## src/rtl/i2cm_pkg.sv

```systemverilog
// Shared types and constants for the I2C register-access master.
// No dependencies; the front end, back end and top-level files import this package.
package i2cm_pkg;

    // Action codes carried on the request channel
    localparam logic [1:0] ACTION_WRITE = 2'd0;
    localparam logic [1:0] ACTION_READ  = 2'd1;
    localparam logic [1:0] ACTION_TICK  = 2'd2;

    // Configuration register indexes
    localparam logic CFG_DEVICE_ADDRESS      = 1'b0;
    localparam logic CFG_SEND_DEVICE_ADDRESS = 1'b1;

    localparam int CFG_DATA_W = 7;

    // Byte sequencing
    localparam logic [3:0] BITS_PER_BYTE = 4'd8;
    localparam logic [1:0] STEP_DEV_WR   = 2'd0;
    localparam logic [1:0] STEP_REG      = 2'd1;
    localparam logic [1:0] STEP_SECOND   = 2'd2;
    localparam logic [1:0] STEP_READING  = 2'd3;

    // Classified request, as queued between front and back
    typedef enum logic [1:0] {
        KIND_WRITE = 2'd0,
        KIND_READ  = 2'd1,
        KIND_TICK  = 2'd2,
        KIND_NOP   = 2'd3
    } t_kind;

    typedef struct packed {
        t_kind      kind;
        logic [7:0] reg_addr;
        logic [7:0] write_data;
        logic       sda_in;
    } t_cmd;

    // Configuration write, as handed to the bus engine
    typedef struct packed {
        logic                  wr_en;
        logic                  index;
        logic [CFG_DATA_W-1:0] data;
    } t_cfg_wr;

endpackage

```

## src/rtl/i2cm_req_if.sv

```systemverilog
// Request channel: valid/ready handshake with the request payload.
// Depends on nothing but plain logic types.
interface i2cm_req_if;
    logic       valid;
    logic       ready;
    logic [1:0] action;
    logic [7:0] reg_addr;
    logic [7:0] write_data;
    logic       sda_in;

    modport source (output valid, action, reg_addr, write_data, sda_in, input ready);
    modport sink   (input valid, action, reg_addr, write_data, sda_in, output ready);
endinterface

```

## src/rtl/i2cm_res_if.sv

```systemverilog
// Result channel: valid/ready handshake with the bus and status payload.
// Depends on nothing but plain logic types.
interface i2cm_res_if;
    logic       valid;
    logic       ready;
    logic       scl_level;
    logic       sda_level;
    logic       sda_enable;
    logic       busy_res;
    logic [7:0] read_byte;
    logic       finished;
    logic       rejected;

    modport source (output valid, scl_level, sda_level, sda_enable, busy_res, read_byte,
                    finished, rejected, input ready);
    modport sink   (input valid, scl_level, sda_level, sda_enable, busy_res, read_byte,
                    finished, rejected, output ready);
endinterface

```

## src/rtl/i2cm_front.sv

```systemverilog
// Front end: accepts requests, classifies the action and queues them.
// Depends on i2cm_pkg and i2cm_req_if.
module i2cm_front (
    input  logic            i_clk,
    input  logic            i_rst_n,
    i2cm_req_if.sink        i_req,
    output i2cm_pkg::t_cmd  o_cmd,
    output logic            o_cmd_valid,
    input  logic            i_cmd_pop
);
    import i2cm_pkg::*;

    t_cmd       r_slot [2];
    logic       r_wr_ptr, r_rd_ptr;
    logic [1:0] r_count;
    logic       push, pop;
    t_cmd       cls;

    // Decode action into a command kind; undefined code is a no-op
    always_comb begin
        case (i_req.action)
            ACTION_WRITE: cls.kind = KIND_WRITE;
            ACTION_READ:  cls.kind = KIND_READ;
            ACTION_TICK:  cls.kind = KIND_TICK;
            default:      cls.kind = KIND_NOP;
        endcase
        cls.reg_addr    = i_req.reg_addr;
        cls.write_data  = i_req.write_data;
        cls.sda_in      = i_req.sda_in;
    end

    assign i_req.ready = (r_count != 2'd2);
    assign push        = i_req.valid && i_req.ready;
    assign o_cmd_valid = (r_count != 2'd0);
    assign pop         = i_cmd_pop && o_cmd_valid;
    assign o_cmd       = r_slot[r_rd_ptr];

    // Two-entry queue payload
    always_ff @(posedge i_clk) begin
        if (push) begin
            r_slot[r_wr_ptr] <= cls;
        end
    end

    // Queue pointers and fill count
    always_ff @(posedge i_clk) begin
        if (!i_rst_n) begin
            r_wr_ptr <= 1'b0;
            r_rd_ptr <= 1'b0;
            r_count  <= 2'd0;
        end else begin
            if (push) r_wr_ptr <= ~r_wr_ptr;
            if (pop)  r_rd_ptr <= ~r_rd_ptr;
            case ({push, pop})
                2'b10:   r_count <= r_count + 2'd1;
                2'b01:   r_count <= r_count - 2'd1;
                default: r_count <= r_count;
            endcase
        end
    end
endmodule

```

## src/rtl/i2cm_back.sv

```systemverilog
// Back end: I2C bus sequencer, configuration registers and result register.
// Depends on i2cm_pkg and i2cm_res_if.
module i2cm_back (
    input  logic              i_clk,
    input  logic              i_rst_n,
    input  i2cm_pkg::t_cmd    i_cmd,
    input  logic              i_cmd_valid,
    output logic              o_cmd_pop,
    input  i2cm_pkg::t_cfg_wr i_cfg,
    i2cm_res_if.source        o_res
);
    import i2cm_pkg::*;

    typedef enum logic [20:0] {
        PH_IDLE   = 21'h000001,
        PH_ST0    = 21'h000002,
        PH_ST1    = 21'h000004,
        PH_ST2    = 21'h000008,
        PH_TX_LO  = 21'h000010,
        PH_TX_DAT = 21'h000020,
        PH_TX_HI  = 21'h000040,
        PH_AK_LO  = 21'h000080,
        PH_AK_DAT = 21'h000100,
        PH_AK_HI  = 21'h000200,
        PH_AK_END = 21'h000400,
        PH_RD_LO  = 21'h000800,
        PH_RD_HI  = 21'h001000,
        PH_RD_SMP = 21'h002000,
        PH_NK_LO  = 21'h004000,
        PH_NK_DAT = 21'h008000,
        PH_NK_HI  = 21'h010000,
        PH_NK_END = 21'h020000,
        PH_SP0    = 21'h040000,
        PH_SP1    = 21'h080000,
        PH_SP2    = 21'h100000
    } t_phase;

    logic [6:0] r_dev_addr;
    logic       r_send_dev;

    t_phase     r_phase, n_phase;
    logic       r_is_read, n_is_read;
    logic [1:0] r_byte_step, n_byte_step;
    logic [3:0] r_bit_count, n_bit_count;
    logic [7:0] r_shift, n_shift;
    logic [7:0] r_held_addr, n_held_addr;
    logic [7:0] r_held_data, n_held_data;
    logic       r_scl, n_scl;
    logic       r_sda, n_sda;

    logic       done, rej, released;

    // Result register, refilled from a queued command whenever empty or being taken
    logic       r_out_valid;
    logic       r_o_scl, r_o_sda, r_o_en, r_o_busy, r_o_fin, r_o_rej;
    logic [7:0] r_o_byte;

    assign o_cmd_pop = i_cmd_valid && (!r_out_valid || o_res.ready);

    // Configuration registers
    always_ff @(posedge i_clk) begin
        if (!i_rst_n) begin
            r_dev_addr <= 7'd0;
            r_send_dev <= 1'b1;
        end else if (i_cfg.wr_en) begin
            case (i_cfg.index)
                CFG_DEVICE_ADDRESS:      r_dev_addr <= i_cfg.data;
                CFG_SEND_DEVICE_ADDRESS: r_send_dev <= i_cfg.data[0];
                default:                 r_dev_addr <= r_dev_addr;
            endcase
        end
    end

    // Next state for one queued command
    always_comb begin
        n_phase     = r_phase;
        n_is_read   = r_is_read;
        n_byte_step = r_byte_step;
        n_bit_count = r_bit_count;
        n_shift     = r_shift;
        n_held_addr = r_held_addr;
        n_held_data = r_held_data;
        n_scl       = r_scl;
        n_sda       = r_sda;
        done        = 1'b0;
        rej         = 1'b0;

        case (i_cmd.kind)
            KIND_WRITE, KIND_READ: begin
                if (r_phase != PH_IDLE) begin
                    rej = 1'b1;
                end else begin
                    n_is_read   = (i_cmd.kind == KIND_READ);
                    n_held_addr = i_cmd.reg_addr;
                    if (i_cmd.kind == KIND_WRITE) n_held_data = i_cmd.write_data;
                    n_byte_step = STEP_DEV_WR;
                    n_bit_count = 4'd0;
                    n_phase     = PH_ST0;
                end
            end
            KIND_TICK: begin
                case (r_phase)
                    PH_IDLE: ;
                    PH_ST0: begin n_sda = 1'b1; n_phase = PH_ST1; end
                    PH_ST1: begin n_scl = 1'b1; n_phase = PH_ST2; end
                    PH_ST2: begin
                        n_sda       = 1'b0;
                        n_bit_count = 4'd0;
                        n_phase     = PH_TX_LO;
                        if (r_is_read && r_byte_step == STEP_SECOND) begin
                            n_shift     = {r_dev_addr, 1'b1};
                            n_byte_step = STEP_SECOND;
                        end else if (r_send_dev) begin
                            n_shift     = {r_dev_addr, 1'b0};
                            n_byte_step = STEP_DEV_WR;
                        end else begin
                            n_shift     = r_held_addr;
                            n_byte_step = STEP_REG;
                        end
                    end
                    PH_TX_LO:  begin n_scl = 1'b0; n_phase = PH_TX_DAT; end
                    PH_TX_DAT: begin n_sda = r_shift[7]; n_phase = PH_TX_HI; end
                    PH_TX_HI: begin
                        n_scl       = 1'b1;
                        n_shift     = {r_shift[6:0], 1'b0};
                        n_bit_count = r_bit_count + 4'd1;
                        n_phase     = (n_bit_count >= BITS_PER_BYTE) ? PH_AK_LO : PH_TX_LO;
                    end
                    PH_AK_LO:  begin n_scl = 1'b0; n_phase = PH_AK_DAT; end
                    PH_AK_DAT: begin n_sda = 1'b0; n_phase = PH_AK_HI; end
                    PH_AK_HI:  begin n_scl = 1'b1; n_phase = PH_AK_END; end
                    PH_AK_END: begin
                        // Pick the next byte, a repeated start, the read or the stop once the acknowledge clock ends
                        n_scl = 1'b0;
                        if (r_byte_step == STEP_DEV_WR) begin
                            n_shift     = r_held_addr;
                            n_byte_step = STEP_REG;
                            n_bit_count = 4'd0;
                            n_phase     = PH_TX_LO;
                        end else if (r_byte_step == STEP_REG && !r_is_read) begin
                            n_shift     = r_held_data;
                            n_byte_step = STEP_SECOND;
                            n_bit_count = 4'd0;
                            n_phase     = PH_TX_LO;
                        end else if (r_byte_step == STEP_REG && r_send_dev) begin
                            n_byte_step = STEP_SECOND;
                            n_phase     = PH_ST0;
                        end else if ((r_byte_step == STEP_REG) ||
                                     (r_byte_step == STEP_SECOND && r_is_read)) begin
                            n_shift     = 8'd0;
                            n_bit_count = 4'd0;
                            n_byte_step = STEP_READING;
                            n_sda       = 1'b1;
                            n_phase     = PH_RD_LO;
                        end else begin
                            n_phase = PH_SP0;
                        end
                    end
                    PH_RD_LO: begin n_scl = 1'b0; n_phase = PH_RD_HI; end
                    PH_RD_HI: begin n_scl = 1'b1; n_phase = PH_RD_SMP; end
                    PH_RD_SMP: begin
                        n_shift     = {r_shift[6:0], i_cmd.sda_in};
                        n_bit_count = r_bit_count + 4'd1;
                        n_phase     = (n_bit_count >= BITS_PER_BYTE) ? PH_NK_LO : PH_RD_LO;
                    end
                    PH_NK_LO:  begin n_scl = 1'b0; n_phase = PH_NK_DAT; end
                    PH_NK_DAT: begin n_sda = 1'b1; n_phase = PH_NK_HI; end
                    PH_NK_HI:  begin n_scl = 1'b1; n_phase = PH_NK_END; end
                    PH_NK_END: begin n_scl = 1'b0; n_phase = PH_SP0; end
                    PH_SP0:    begin n_sda = 1'b0; n_phase = PH_SP1; end
                    PH_SP1:    begin n_scl = 1'b1; n_phase = PH_SP2; end
                    PH_SP2: begin
                        n_sda   = 1'b1;
                        n_phase = PH_IDLE;
                        done    = 1'b1;
                    end
                    default: begin
                        n_scl   = 1'b1;
                        n_sda   = 1'b1;
                        n_phase = PH_IDLE;
                    end
                endcase
            end
            default: ;
        endcase
    end

    assign released = (n_phase == PH_RD_LO) || (n_phase == PH_RD_HI) ||
                      (n_phase == PH_RD_SMP) || (n_phase == PH_NK_LO);

    // Sequencer state
    always_ff @(posedge i_clk) begin
        if (!i_rst_n) begin
            r_phase     <= PH_IDLE;
            r_is_read   <= 1'b0;
            r_byte_step <= STEP_DEV_WR;
            r_bit_count <= 4'd0;
            r_shift     <= 8'd0;
            r_held_addr <= 8'd0;
            r_held_data <= 8'd0;
            r_scl       <= 1'b1;
            r_sda       <= 1'b1;
        end else if (o_cmd_pop) begin
            r_phase     <= n_phase;
            r_is_read   <= n_is_read;
            r_byte_step <= n_byte_step;
            r_bit_count <= n_bit_count;
            r_shift     <= n_shift;
            r_held_addr <= n_held_addr;
            r_held_data <= n_held_data;
            r_scl       <= n_scl;
            r_sda       <= n_sda;
        end
    end

    // Result valid
    always_ff @(posedge i_clk) begin
        if (!i_rst_n) begin
            r_out_valid <= 1'b0;
        end else if (o_cmd_pop) begin
            r_out_valid <= 1'b1;
        end else if (o_res.ready) begin
            r_out_valid <= 1'b0;
        end
    end

    // Result payload
    always_ff @(posedge i_clk) begin
        if (o_cmd_pop) begin
            r_o_scl  <= n_scl;
            r_o_sda  <= n_sda;
            r_o_en   <= !released;
            r_o_busy <= (n_phase != PH_IDLE);
            r_o_byte <= (n_is_read && n_byte_step == STEP_READING) ? n_shift : 8'd0;
            r_o_fin  <= done;
            r_o_rej  <= rej;
        end
    end

    assign o_res.valid      = r_out_valid;
    assign o_res.scl_level  = r_o_scl;
    assign o_res.sda_level  = r_o_sda;
    assign o_res.sda_enable = r_o_en;
    assign o_res.busy_res   = r_o_busy;
    assign o_res.read_byte  = r_o_byte;
    assign o_res.finished   = r_o_fin;
    assign o_res.rejected   = r_o_rej;
endmodule

```

## src/rtl/i2c_master_register_access.sv

```systemverilog
// I2C master for single-register write and read transactions. Every request
// (write, read or half-period tick) gives exactly one result, and the block
// takes one request per clock cycle while results are taken: a request is
// decoded and stored in the front queue, then the bus sequencer takes it and
// its result lands in an output register. The two-entry queue lets requests
// keep coming while a result waits. Write configuration only while no requests
// are in flight.
module i2c_master_register_access (
    input  logic                           i_clk,
    input  logic                           i_rst_n,
    i2cm_req_if.sink                       i_req,
    i2cm_res_if.source                     o_res,
    input  logic                           i_cfg_wr_en,
    input  logic                           i_cfg_index,
    input  logic [i2cm_pkg::CFG_DATA_W-1:0] i_cfg_data
);
    import i2cm_pkg::*;

    t_cmd    cmd;
    logic    cmd_valid;
    logic    cmd_pop;
    t_cfg_wr cfg;

    assign cfg.wr_en = i_cfg_wr_en;
    assign cfg.index = i_cfg_index;
    assign cfg.data  = i_cfg_data;

    i2cm_front u_front (
        .i_clk       (i_clk),
        .i_rst_n     (i_rst_n),
        .i_req       (i_req),
        .o_cmd       (cmd),
        .o_cmd_valid (cmd_valid),
        .i_cmd_pop   (cmd_pop)
    );

    i2cm_back u_back (
        .i_clk       (i_clk),
        .i_rst_n     (i_rst_n),
        .i_cmd       (cmd),
        .i_cmd_valid (cmd_valid),
        .o_cmd_pop   (cmd_pop),
        .i_cfg       (cfg),
        .o_res       (o_res)
    );

    // The sequencer only takes queued requests
    a_pop_needs_entry: assert property (@(posedge i_clk) disable iff (!i_rst_n)
        cmd_pop |-> cmd_valid)
        else $error("queue popped while empty");

    // Every processed request shows up as a result next cycle
    a_pop_gives_result: assert property (@(posedge i_clk) disable iff (!i_rst_n)
        cmd_pop |=> o_res.valid)
        else $error("processed request produced no result");

    // A completed stop leaves the bus idle
    a_finish_not_busy: assert property (@(posedge i_clk) disable iff (!i_rst_n)
        (o_res.valid && o_res.finished) |-> !o_res.busy_res)
        else $error("finished reported while busy");

    // Requests are only dropped during a transaction
    a_reject_busy: assert property (@(posedge i_clk) disable iff (!i_rst_n)
        (o_res.valid && o_res.rejected) |-> o_res.busy_res)
        else $error("request rejected while idle");
endmodule
```

## src/flat_wrapper.sv

```systemverilog
// flat-port wrapper written by rule: the top's interface ports become plain ports
module i2c_master_register_access_flat import i2cm_pkg::*;
  (i_clk, i_rst_n, i_cfg_wr_en, i_cfg_index, i_cfg_data, i_req_valid, i_req_action, i_req_reg_addr, i_req_write_data, i_req_sda_in, i_req_ready, o_res_valid, o_res_scl_level, o_res_sda_level, o_res_sda_enable, o_res_busy_res, o_res_read_byte, o_res_finished, o_res_rejected, o_res_ready);
  i2cm_req_if i_req_i ();
  i2cm_res_if o_res_i ();
  input  logic i_clk;
  input  logic i_rst_n;
  input  logic i_cfg_wr_en;
  input  logic i_cfg_index;
  input  logic [i2cm_pkg::CFG_DATA_W-1:0] i_cfg_data;
  input wire logic [$bits(i_req_i.valid)-1:0] i_req_valid;
  input wire logic [$bits(i_req_i.action)-1:0] i_req_action;
  input wire logic [$bits(i_req_i.reg_addr)-1:0] i_req_reg_addr;
  input wire logic [$bits(i_req_i.write_data)-1:0] i_req_write_data;
  input wire logic [$bits(i_req_i.sda_in)-1:0] i_req_sda_in;
  output wire logic [$bits(i_req_i.ready)-1:0] i_req_ready;
  output wire logic [$bits(o_res_i.valid)-1:0] o_res_valid;
  output wire logic [$bits(o_res_i.scl_level)-1:0] o_res_scl_level;
  output wire logic [$bits(o_res_i.sda_level)-1:0] o_res_sda_level;
  output wire logic [$bits(o_res_i.sda_enable)-1:0] o_res_sda_enable;
  output wire logic [$bits(o_res_i.busy_res)-1:0] o_res_busy_res;
  output wire logic [$bits(o_res_i.read_byte)-1:0] o_res_read_byte;
  output wire logic [$bits(o_res_i.finished)-1:0] o_res_finished;
  output wire logic [$bits(o_res_i.rejected)-1:0] o_res_rejected;
  input wire logic [$bits(o_res_i.ready)-1:0] o_res_ready;
  assign i_req_i.valid = i_req_valid;
  assign i_req_i.action = i_req_action;
  assign i_req_i.reg_addr = i_req_reg_addr;
  assign i_req_i.write_data = i_req_write_data;
  assign i_req_i.sda_in = i_req_sda_in;
  assign i_req_ready = i_req_i.ready;
  assign o_res_valid = o_res_i.valid;
  assign o_res_scl_level = o_res_i.scl_level;
  assign o_res_sda_level = o_res_i.sda_level;
  assign o_res_sda_enable = o_res_i.sda_enable;
  assign o_res_busy_res = o_res_i.busy_res;
  assign o_res_read_byte = o_res_i.read_byte;
  assign o_res_finished = o_res_i.finished;
  assign o_res_rejected = o_res_i.rejected;
  assign o_res_i.ready = o_res_ready;
  i2c_master_register_access u_core (.i_clk(i_clk), .i_rst_n(i_rst_n), .i_req(i_req_i), .o_res(o_res_i), .i_cfg_wr_en(i_cfg_wr_en), .i_cfg_index(i_cfg_index), .i_cfg_data(i_cfg_data));
endmodule
```

## config.mk

```make
export PLATFORM = sky130hd
export DESIGN_NAME = i2c_master_register_access_flat
export DESIGN_NICKNAME = d
export VERILOG_FILES = /design/src/rtl/i2cm_pkg.sv /design/src/rtl/i2cm_req_if.sv /design/src/rtl/i2cm_res_if.sv /design/src/rtl/i2cm_front.sv /design/src/rtl/i2cm_back.sv /design/src/rtl/i2c_master_register_access.sv /design/src/flat_wrapper.sv
export SDC_FILE = /design/constraint.sdc
export NUM_CORES = 1
export LEC_CHECK = 0
export BUFFER_PORTS_ARGS = -buffer_cell sky130_fd_sc_hd__buf_2
export CAP_MARGIN = 10
export CORE_MARGIN = 1.5
export CORE_UTILIZATION = 45
export CTS_CLUSTER_SIZE = 10
export DETAILED_ROUTE_END_ITERATION = 8
export PLACE_DENSITY_LB_ADDON = 0.25
export RECOVER_POWER = 100
export SLEW_MARGIN = 20
export SYNTH_ARGS = -nofsm -noshare
export SYNTH_HDL_FRONTEND = slang
export SYNTH_HIERARCHICAL = 1
export SYNTH_SLANG_ARGS = --single-unit
```

## constraint.sdc

```tcl
create_clock -name i_clk -period 3.2 [get_ports i_clk]
set_clock_uncertainty 0.2 [all_clocks]
set_input_delay 0.16 -clock i_clk [delete_from_list [all_inputs] [get_ports i_clk]]
set_output_delay 0.16 -clock i_clk [all_outputs]
set_load 0.1 [all_outputs]
```

* After elaboration in Yosys (flattened, before gate mapping)
Memory sizes are Yosys's and may differ from the RTL's. A register that Yosys moved wholly into a read port is not among the register bits.
Cells that the tools add are included.
** Cells by class
- Reduce and logical (&&, ||, !) cells :: 33
- Bitwise gates (word level) :: 4
- Add/subtract/negate cells :: 3
- Shift operators :: 0
- Multiply operators :: 0
- Div/mod/pow operators :: 0
- Mux-type cells :: 53
- Order comparisons :: 1
- Eq/ne operators :: 41
** Operators by type and width (count)
- case mux 21 bit (20 select lines) :: 1
- 2-to-1 mux 19 bit :: 4
- 2-to-1 mux 8 bit :: 8
- equality test 21 x 12 -> 1 bit, second input constant :: 2
- equality test 21 x 13 -> 1 bit, second input constant :: 2
- equality test 21 x 14 -> 1 bit, second input constant :: 2
- equality test 21 x 15 -> 1 bit, second input constant :: 2
- != test 21 x 1 -> 1 bit, second input constant :: 2
- case mux 21 bit (2 select lines) :: 1
- case mux 8 bit (4 select lines) :: 1
- equality test 21 x 1 -> 1 bit, second input constant :: 1
- equality test 21 x 10 -> 1 bit, second input constant :: 1
- equality test 21 x 11 -> 1 bit, second input constant :: 1
- equality test 21 x 16 -> 1 bit, second input constant :: 1
- equality test 21 x 17 -> 1 bit, second input constant :: 1
- equality test 21 x 18 -> 1 bit, second input constant :: 1
- equality test 21 x 19 -> 1 bit, second input constant :: 1
- equality test 21 x 2 -> 1 bit, second input constant :: 1
- equality test 21 x 20 -> 1 bit, second input constant :: 1
- equality test 21 bit, second input constant :: 1
- equality test 21 x 3 -> 1 bit, second input constant :: 1
- equality test 21 x 4 -> 1 bit, second input constant :: 1
- equality test 21 x 5 -> 1 bit, second input constant :: 1
- equality test 21 x 6 -> 1 bit, second input constant :: 1
- other kinds (38) :: 96
** Word-level totals
- RAM bits :: 38
- Output and inout port bits :: 16
- Register bits :: 81
- Bits in latches :: 0
- Word-level logic and storage cells :: 158
- Bits of input ports :: 32
- Bits in read-only memories :: 0
- Memories :: 1
** Memories
- u_core.u_front.r_slot :: depth 2, bits a word 19, rd ports 1, clocked after Yosys merged registers in 1, write ports 1, RTL line i2cm_front.sv:13 : t_cmd r_slot [2];

* Logic depth before layout (Yosys ltp)
Gate-level depths: netlist of run 1.
- Depth after elaboration :: 14
- Gate-level depth with buffers :: 10
- Gate-level depth less buffers :: 8

* Cells and area by module
Netlist of run 1, hierarchy kept.
** By module, submodules not included
- i2cm_back :: cells each 575, times used 1, sequential area each 1681.6 µm², area each 4689.5 µm²
- i2cm_front :: cells each 85, times used 1, sequential area each 1241.2 µm², area each 1610.3 µm²

* Worst setup path after synthesis of run 1
OpenSTA, ideal clock, no wires.
- Path kind :: reg2reg
- Start point :: register u_core.u_back.r_out_valid, in the netlist u_core/u_back/o_res.valid
- End point :: register u_core.u_front.r_count[1]
- Cell stages (with the launch flop) :: 10
- Period minus slack after synthesis :: 3.371 ns
- Setup time :: 0.070 ns
- Data arrival time :: 3.101 ns
- Path slack :: -0.171 ns
- Required time :: 2.930 ns
- Path buffers :: 2
- Path through :: dfxtp_1 nand2b_1 nand2_1 inv_1 clkbuf_1 clkbuf_1 o21a_1 ha_1 or3_1 a21boi_1
** On the way
- Cells in the longest elaborated chain, start to end :: 6
- Elaborated cells on any way between the ends :: 8
- Those cells by class :: eq/ne: 2; mux: 1; reduce/logical: 5
** Ends and longest elaborated chain
- from (decl) :: RTL line i2cm_back.sv:54 : logic r_out_valid;
- from (signal assigned) :: RTL line i2cm_back.sv:219 : r_out_valid <= 1'b0;
- from (signal assigned) :: RTL line i2cm_back.sv:221 : r_out_valid <= 1'b1;
- from (signal assigned) :: RTL line i2cm_back.sv:223 : r_out_valid <= 1'b0;
- logical NOT 1 bit * :: RTL line i2cm_back.sv:58 : assign o_cmd_pop = i_cmd_valid && (!r_out_valid || o_res.ready);
- logical OR 1 bit * :: RTL line i2cm_back.sv:58
- logical AND 1 bit * :: RTL line i2cm_back.sv:58
- via u_core.cmd_pop :: RTL line i2c_master_register_access.sv:21 : logic cmd_pop;
- logical AND 1 bit * :: RTL line i2cm_front.sv:35 : assign pop = i_cmd_pop && o_cmd_valid;
- via u_core.u_front.pop :: RTL line i2cm_front.sv:16 : logic push, pop;
- equality test 2 x 1 -> 1 bit / equality test 2 bit (equally long branches) :: RTL line i2cm_front.sv:54 : case ({push, pop})
- case mux 2 bit (2 select lines) / nonzero test 2 bit (equally long branches)
- to (signal assigned) :: RTL line i2cm_front.sv:55 : 2'b10: r_count <= r_count + 2'd1;
- to (signal assigned) :: RTL line i2cm_front.sv:56 : 2'b01: r_count <= r_count - 2'd1;
- to (signal assigned) :: RTL line i2cm_front.sv:57 : default: r_count <= r_count;
- to (decl) :: RTL line i2cm_front.sv:15 : logic [1:0] r_count;
Mark *: on every way through the listed nets, which the timed path passes. The rest lies on a longest branch.
A chain may end at the register's enable or synchronous reset.

* Worst setup path after layout of run 1
- Start point :: register u_core.u_back.r_phase[0]
- End point :: register u_core.u_back.r_o_en, in the netlist u_core/u_back/o_res.sda_enable, data pin
** On the way
- Cells in the longest elaborated chain, start to end :: 8
- Elaborated cells on any way between the ends :: 32
- Those cells by class :: eq/ne: 25; mux: 3; reduce/logical: 4
** Ends and longest elaborated chain
- from (decl) :: RTL line i2cm_back.sv:41 : t_phase r_phase, n_phase;
- from (signal assigned) :: RTL line i2cm_back.sv:204 : r_phase <= n_phase;
- equality test 21 x 20 -> 1 bit (tied with other cells) :: RTL line i2cm_back.sv:102 : case (r_phase)
- case mux 21 bit (20 select lines) / 2-to-1 mux 21 bit (equally long branches) :: RTL line i2cm_back.sv:102, i2cm_back.sv:90
- case mux 21 bit (2 select lines) * :: RTL line i2cm_back.sv:88 : case (i_cmd.kind)
- equality test 21 x 12 -> 1 bit / equality test 21 x 13 -> 1 bit (equally long branches) :: RTL line i2cm_back.sv:188 : assign released = (n_phase == PH_RD_LO) || (n_phase == PH_RD_HI) ||
- logical OR 1 bit (2 in a row) :: RTL line i2cm_back.sv:188
- logical OR 1 bit * :: RTL line i2cm_back.sv:189 : (n_phase == PH_RD_SMP) || (n_phase == PH_NK_LO);
- logical NOT 1 bit * :: RTL line i2cm_back.sv:232 : r_o_en <= !released;
- to (signal assigned) :: RTL line i2cm_back.sv:232
- to (decl) :: RTL line i2cm_back.sv:55 : logic r_o_scl, r_o_sda, r_o_en, r_o_busy, r_o_fin, r_o_rej;
Mark *: on every way between the ends. The rest lies on a longest branch, timed or not.

==> results of run 1 <==
==> where the power goes <==
part           leakage, nW  internal (W)  switching, W
sequential            1.04       0.00194      0.000265
combinational         1.41      0.000965       0.00203
clock                0.283       0.00120      0.000737
==> worst min-delay path, delay by kind of cell <==
family,cells,cell delay [ns]
muxes,1,0.16
and+or+nand+nor,2,0.23
buffers and inverters,1,0.10
==> synth_stat cells (4+ instances only) <==
master    instances  area (sq um)
a211oi_1          6          45.0
a21oi_1          54           270
a22o_1            6          52.6
a22oi_1           9          67.6
a31oi_1           4          25.0
buf_2             8          40.0
clkbuf_1         35           131
dfxtp_1          68          1360
edfxtp_1         52          1560
inv_1            13          48.8
mux2_2           29           327
mux2i_1          20           200
nand2_1          49           184
nand2b_1         15          93.8
nand3_1          15          75.1
nand3b_1          6          45.0
nand4_1          13          81.3
nor2_1           76           285
nor2b_1          16           100
nor3_1           17          85.1
nor4_1           15          93.8
nor4_4            4          85.1
nor4b_1           4          35.0
o211ai_1          6          45.0
o21ai_0          19          95.1
o21ba_2           4          40.0
or2_2             4          25.0
or3_1             9          56.3
or4_1             6          45.0
xnor2_1           4          35.0
xor2_1            4          35.0
==> repair_timing <==
item                                    CTS  global route
gates resized for setup                   0             3
hold buffers                             32             0
endpoints found under the hold margin    59             0
setup buffers                             0             0
endpoints found under the setup margin    0             4
==> final timing paths <==
path | from | endpoint | slack (ns)
setup / recovery | u_core/u_back/r_phase[0]$_SDFFE_PN1P_ | u_core/u_back/o_res.sda_enable$_DFFE_PP_ | 0.1
hold / removal | i_cfg_index | u_core/u_back/r_dev_addr[5]$_SDFFE_PN0P_ | 0.08
setup reg to reg | u_core/u_back/r_phase[0]$_SDFFE_PN1P_ | u_core/u_back/o_res.sda_enable$_DFFE_PP_ | 0.1
hold reg to reg | u_core/u_back/r_held_data[4]$_SDFFE_PN0P_ | u_core/u_back/r_held_data[4]$_SDFFE_PN0P_ | 0.26
==> layout make-up <==
| class | instances | area share [%] |
|---|---|---|
| inverters | 14 | 0.682 |
| flip-flops and latches | 120 | 38.0 |
| multi-input cells | 477 | 40.4 |
| clock buffers | 20 | 5.95 |
| repair buffers | 118 | 10.3 |
| well taps | 180 | 2.92 |
| clock inverters | 12 | 1.82 |
==> per-layer routing <==
metal	part of all wire, %	routed length, um	vias up
met5	0	0	-
met3	6.9	1300	44
li1	-	-	2610
met1	44	8280	2654
met4	2.6	493	0
met2	46	8660	269
==> state kept, by name, summed over array words and instances (netlist names), 2 cells and up, named ones only <==
name	flops
u_core/u_back/r_byte_step	2
u_core/u_front/r_count	2
u_core/u_back/r_shift	8
u_core/u_back/o_res.read_byte	8
u_core/u_back/r_held_data	8
u_core/u_back/r_held_addr	8
u_core/u_back/r_dev_addr	7
u_core/u_back/r_bit_count	4
u_core/u_back/r_phase	21
u_core/u_front/r_slot	38
==> stage by stage <==
step                      cell area (sq um)  instances  total power (W)  utilization (%)  hold WS (ns)
after global placement                 6840        877          0.00518             49.6         0.147
after CTS                              7760        941          0.00717             56.3        0.0613
after global routing                   7700        941          0.00744             55.9        0.0986
final                                  7700        941          0.00714             55.9        0.0813
after detailed placement               6840        877          0.00519             49.6         0.151
after floorplan                        6300        660          0.00430                -        0.0589
==> kinds of logic (layout without fill, tap and decap cells) <==
logic type,after synthesis,after routing
fa+ha+maj,2,2
compound gates,144,144
buf+inv,63,164
flops,120,120
xor+xnor,8,8
mux,49,49
simple gates,274,274
==> qor.yml, run 1 <==
routing:
  drc_errors: 0
  drt-initial-drc-count: 456
  via_per_inst: 5.93
  first_pass_iters: 5
  totalWireLength_mm: 18.7
  antenna_left: 0
  num_vias: 5577
  wl_per_cell_um: 19.9
sta:
  max_slew.worst_pin.slew_ns: 1.20
  relSlewSlack_pct: 20.5
  period_share_pct: 96.9
  fmax_mhz: 322
  hold_viol: 0
  min_period_ns: 3.10
  setup_tns_ns: 0
  rsz0062_at_grt: "false"
  setup_viol_count_final: 0
  slew_viol_final: 0
  layout_setup_ws_ns: 0.0991
layout:
  seq_area_sq_um: 2920
  nNetsFinal: 782
  drive_gt1_share_pct: 18.8
  diodes: 0
  final_common_cell: "nor2_1"
  mostFrequentLayoutCells: "76 x nor2_1, 67 x dfxtp_1, 54 x a21oi_1"
  multiInputGateArea_sq_um: 3110
  area_delta_synth_final_pct: 22.2
  nFillCells: 1238
clocking:
  root_buffer: "clkbuf_16"
  h-tree-depth: 4
  cts_buffer_depth: 2
  cts_sinks: 120
  clkLatencyLatePin_ns: 0.42
  cts_tree: "yes"
  numCtsBuffers: 17
  path_clk_slew_ns: 0.06
floorplan:
  die_h_um: 121
  die_area_sq_um: 14700
  io_pins: 48
  core-area_sq_um: 13800
  row_count: 43
  chipWidth_um: 121
  initial_core_util_pct: 45.7
grt:
  gr-usage-met1_pct: 36.4
  grt_pass1_wl_mm: 29.2
  grt_usage_pct: 26.4
  antenna_found_initial: 0
  grt_busiest_layer: "met2"
  grt-ovfl-total: 0
  grt_max_degree: 54
  grtUsageMet3_pct: 5.22
  globalRouteMet2Util_pct: 40.5
  grt_pass1_vias: 5304
flow_run:
  maxCapViolCount: 0
synth:
  synth_area_sq_um: 6300
  synthSimpleGateAreaFrac_pct: 24.2
  yosysWarnings: 6
  synth_compound_area_share_pct: 15.2
  syn_area_per_cell_sq_um: 9.55
  syn_inst: 660
  syn-num-nets: 694
  synth_xor_area_share_pct: 1.11
  ys_seq_elements: 120
  synthFlopType: "dfxtp_1"
  synth_top_family_by_area: "simple AND/OR/NAND/NOR gates"
  synthAdderAreaFrac_pct: 0.397
  synth-edff-count: 52
  yosys-mux-area-fraction_pct: 8.36
  synth_seq_area_share_pct: 46.4
  async_reset_ff_share_pct: 0
  synth_cell_types: 74
critical_path:
  criticalPathCategory: "reg2reg"
  crit_buf_inv: 2
  crit_cells: 9
  worstSetupEndpointType: "flip-flop"
  cp_cell_sequence: "nor4_4, nand2_1, buf_4, o31ai_1, buf_4, xor2_1, mux2_2, mux2_2, nand3b_1"
  worstRegToRegCells: 9
  start_kind: "flip-flop"
  arrival_ns: 3.18
  crit_path_max_incr_delay_ns: 0.64
  critPathTopFamily: "simple AND/OR/NAND/NOR gates"
  required_ns: 3.28
  worst_path_max_delay_cell: "nor4_4"
  path_max_fanout: 9
min_path:
  hold_path_class: "in2reg"
  hold_depth: 4
power_and_ir_drop:
  powerDensity_nw_per_um2: 927
  power_leakage_nw: 2.73
  ir_drop_mv: 0.429
placement:
  gp_congestion: 0.947
  dpl_worst_slack_ns: 0.130
  hpwl_mm: 13.0
  port_buffers: 47
outcome:
  status: "finished, final reports clean"
No activity file was read; power rests on OpenSTA's default activity.
==> run 2, diff against run 1 <==
--- a/config.mk
+++ b/config.mk
@@ -8,13 +8,13 @@
 export BUFFER_PORTS_ARGS = -buffer_cell sky130_fd_sc_hd__buf_2
 export CAP_MARGIN = 10
 export CORE_MARGIN = 1.5
-export CORE_UTILIZATION = 45
+export CORE_UTILIZATION = 35
 export CTS_CLUSTER_SIZE = 10
 export DETAILED_ROUTE_END_ITERATION = 8
 export PLACE_DENSITY_LB_ADDON = 0.25
 export RECOVER_POWER = 100
+export REMOVE_ABC_BUFFERS = 1
 export SLEW_MARGIN = 20
 export SYNTH_ARGS = -nofsm -noshare
 export SYNTH_HDL_FRONTEND = slang
-export SYNTH_HIERARCHICAL = 1
 export SYNTH_SLANG_ARGS = --single-unit
==> qor.yml, run 2 <==
synth:
  synth_area_leader_cell: "edfxtp_1"
  synth_top_area_share_pct: 25.3  # +0.49 points
  syn_inst: 636  # -3.6%
  synth_cell_types: 80  # +8.1%
  async_reset_ff_share_pct: 0  # unchanged
  syn_area_per_cell_sq_um: 9.71  # +1.8%
  synth_seq_area_share_pct: 47.3  # +0.92 points
  synth_commonest_cells: "84 x nor2_1, 68 x dfxtp_1, 53 x nand2_1"
  synth-edff-count: 52  # unchanged
  yosysWarnings: 0  # -6
  ys_top_cells_by_area: "edfxtp_1 25%, dfxtp_1 22%, nor2_1 5.1%"
  synth.most_common_cell: "nor2_1"
  synthFlopType: "dfxtp_1"
  synth_area_sq_um: 6180  # -1.9%
  ys_seq_elements: 120  # unchanged
layout:
  reg_top3: "u_core.u_front.r_slot: 38 flops, u_core.u_back.r_phase: 21 flops"
  top_register: "u_core.u_front.r_slot"
  mostFrequentLayoutCells: "84 x nor2_1, 68 x dfxtp_1, 53 x nand2_1"
  nFillCells: 1674  # +35%
  fin_util_pct: 44.3  # -12 points
  area_delta_synth_final_pct: 24.0
  nNetsFinal: 768  # -1.8%
  final_common_cell: "nor2_1"
  multiInputGateArea_sq_um: 3000  # -3.5%
  drive_gt1_share_pct: 19.0  # +0.22 points
  diodes: 0  # unchanged
  largest_reg_flops: 38  # unchanged
  seq_area_sq_um: 2920  # about the same
critical_path:
  path_max_fanout: 11  # +2
  start_kind: "flip-flop"
  worstRegToRegCells: 8  # -1
  r2r-start: "u_core.u_back.r_phase[14]$_SDFFE_PN0P_"
  criticalPathCategory: "reg2reg"
  worstSetupEndpointType: "flip-flop"
  timing.rr.end: "u_core.u_back.o_res.sda_enable$_DFFE_PP_"
  arrival_ns: 3.04  # -0.14 ns
  r2r_slack_ns: 0.1  # about the same
  required_ns: 3.14  # -0.14 ns
sta:
  slew_viol_final: 0  # unchanged
  period_share_pct: 96.9  # about the same
  fmax_mhz: 322  # about the same
  max_slew.worst_pin.slew_ns: 1.39  # +0.193 ns
  hold_ws_ns: 0.0651  # -0.0161 ns
  hold_viol: 0  # unchanged
  setup_viol_count_final: 0  # unchanged
  min_period_ns: 3.10  # +0.00151 ns
  relSlewSlack_pct: 7.27  # -13 points
  rsz0062_at_grt: "false"
floorplan:
  io_pins: 48  # unchanged
  die_area_sq_um: 18500  # +25%
  core-area_sq_um: 17300  # +26%
  initial_core_util_pct: 35.7  # -10 points
  row_count: 48  # +12%
  chipWidth_um: 136  # +12%
  die_h_um: 136  # +12%
routing:
  antenna_left: 0  # unchanged
  first_pass_iters: 7  # +2
  via_per_inst: 5.46  # -7.9%
  drt-initial-drc-count: 398  # -13%
  num_vias: 5307  # -4.8%
  totalWireLength_mm: 17.6  # -6.2%
  drc_errors: 0  # unchanged
  wl_per_cell_um: 18.1  # -9.2%
clocking:
  hold_buffers: 32  # unchanged
  clkLatencyLatePin_ns: 0.42  # about the same
  cts_tree: "yes"
  post_cts_buffers: 0  # unchanged
  cts_sinks: 120  # unchanged
  numCtsBuffers: 17  # unchanged
  h-tree-depth: 4  # unchanged
  path_clk_slew_ns: 0.06  # about the same
  root_buffer: "clkbuf_16"
  post_cts_resized: 0  # unchanged
  cts_buffer_depth: 2  # unchanged
grt:
  grt_usage_pct: 19.9  # -6.5 points
  globalRouteMet2Util_pct: 30.5  # -10 points
  antenna_found_initial: 0  # unchanged
  grt_max_degree: 31  # -43%
  grt-ovfl-total: 0  # unchanged
  grt_pass1_wl_mm: 27.9  # -4.3%
  grtUsageMet3_pct: 4.55  # -0.67 points
  grt_pass1_vias: 5156  # -2.8%
  gr-usage-met1_pct: 27.5  # -8.9 points
  grt_busiest_layer: "met2"
power_and_ir_drop:
  ir_drop_mv: 0.515  # +20%
  power_leakage_nw: 2.66  # -2.5%
  powerDensity_nw_per_um2: 883  # -4.7%
min_path:
  hold_depth: 4  # unchanged
  hold_path_class: "in2reg"
  hold_start: "i_cfg_index"
  hold_path_end: "u_core.u_back.r_dev_addr[2]$_SDFFE_PN0P_"
placement:
  port_buffers: 47  # unchanged
  gp_congestion: 0.963  # +1.7%
  hpwl_mm: 12.9  # -0.72%
flow_run:
  maxCapViolCount: 0  # unchanged
outcome:
  status: "finished, final reports clean"
[run 2: cell types whose count changed in the layout (fill, tap and decap cells not counted), moves of 6 or more]
cell	previous run	this run
a21oi_1	54	35
mux2_2	29	17
clkbuf_2	0	7
a22o_1	6	0
nor2b_1	16	7
a211oi_1	6	13
nor2_1	76	84
o311ai_0	1	8
nand2b_1	15	6
nor3_1	17	24
o21ai_0	19	12
[run 2: routing by layer]
metal  vias up  share of wire [%]  wire, um
met5         -                  0         0
met4         0                1.8       312
met3        22                5.2       922
met2       165                 45      7820
met1      2529                 48      8520
li1       2591                  -         -
[run 2: worst max-delay path: stages (launching register included)]
cell      delay, ns
dfxtp_1        0.44
nor4_2         0.45
clkbuf_2       0.30
nand3_2        0.13
or4_1          0.48
and4b_1        0.26
o311a_4        0.15
a311oi_2       0.30
o211ai_1       0.13
[run 2: layout make-up]
cell class / count / share of cell area, %
clock buffers: 17 / 5.55
clock inverters: 15 / 2.07
inverters: 10 / 0.490
multi-input cells: 459 / 39.1
flip-flops and latches: 120 / 38.2
well taps: 225 / 3.68
repair buffers: 126 / 10.9
[run 2: power by group]
group / switching [W] / leakage (nW) / internal (W)
registers: 0.000224 / 1.04 / 0.00192
clock network: 0.000786 / 0.284 / 0.00110
logic: 0.00186 / 1.34 / 0.000879
[run 2: kinds of logic (layout without fill, tap and decap cells)]
family          after synthesis  after routing  share of synthesized area (%)
compound gates              136            136                           16.1
xor+xnor                     10             10                           1.42
fa+ha+maj                     2              2                          0.405
buf+inv                      57            168                           4.03
flops                       120            120                           47.3
mux                          42             42                           7.15
simple gates                269            269                           23.5
[run 2: how the worst max path moves through the flow]
| stage | start | to | slack (ns) |
|---|---|---|---|
| after global routing | u_core.u_back.r_phase[17]$_SDFFE_PN0P_ | u_core.u_back.o_res.read_byte[1]$_SDFFCE_PN0P_ | 0.006 |
| after detailed placement | u_core.u_back.r_phase[2]$_SDFFE_PN0P_ | u_core.u_back.o_res.sda_enable$_DFFE_PP_ | 0.19 |
| final | u_core.u_back.r_phase[14]$_SDFFE_PN0P_ | u_core.u_back.o_res.sda_enable$_DFFE_PP_ | 0.1 |
| after CTS | u_core.u_back.r_phase[2]$_SDFFE_PN0P_ | u_core.u_back.o_res.sda_enable$_DFFE_PP_ | 0.18 |
| after floorplan | flip-flop | u_core.u_back.o_res.sda_enable$_DFFE_PP_ | -0.25 |
| after global placement | u_core.u_back.r_phase[0]$_SDFFE_PN1P_ | u_core.u_back.o_res.sda_enable$_DFFE_PP_ | 0.26 |
[run 2: metrics by stage]
stage                     setup slack [ns]  area [sq um]  cells  setup TNS (ns)  total power, W
after floorplan                     -0.245          5970    589          -0.309         0.00400
after global placement               0.255          6840    908               0         0.00493
after detailed placement             0.186          6850    908               0         0.00493
after CTS                            0.183          7750    972               0         0.00688
after global routing               0.00588          7660    972               0         0.00710
final                               0.0976          7660    972               0         0.00677
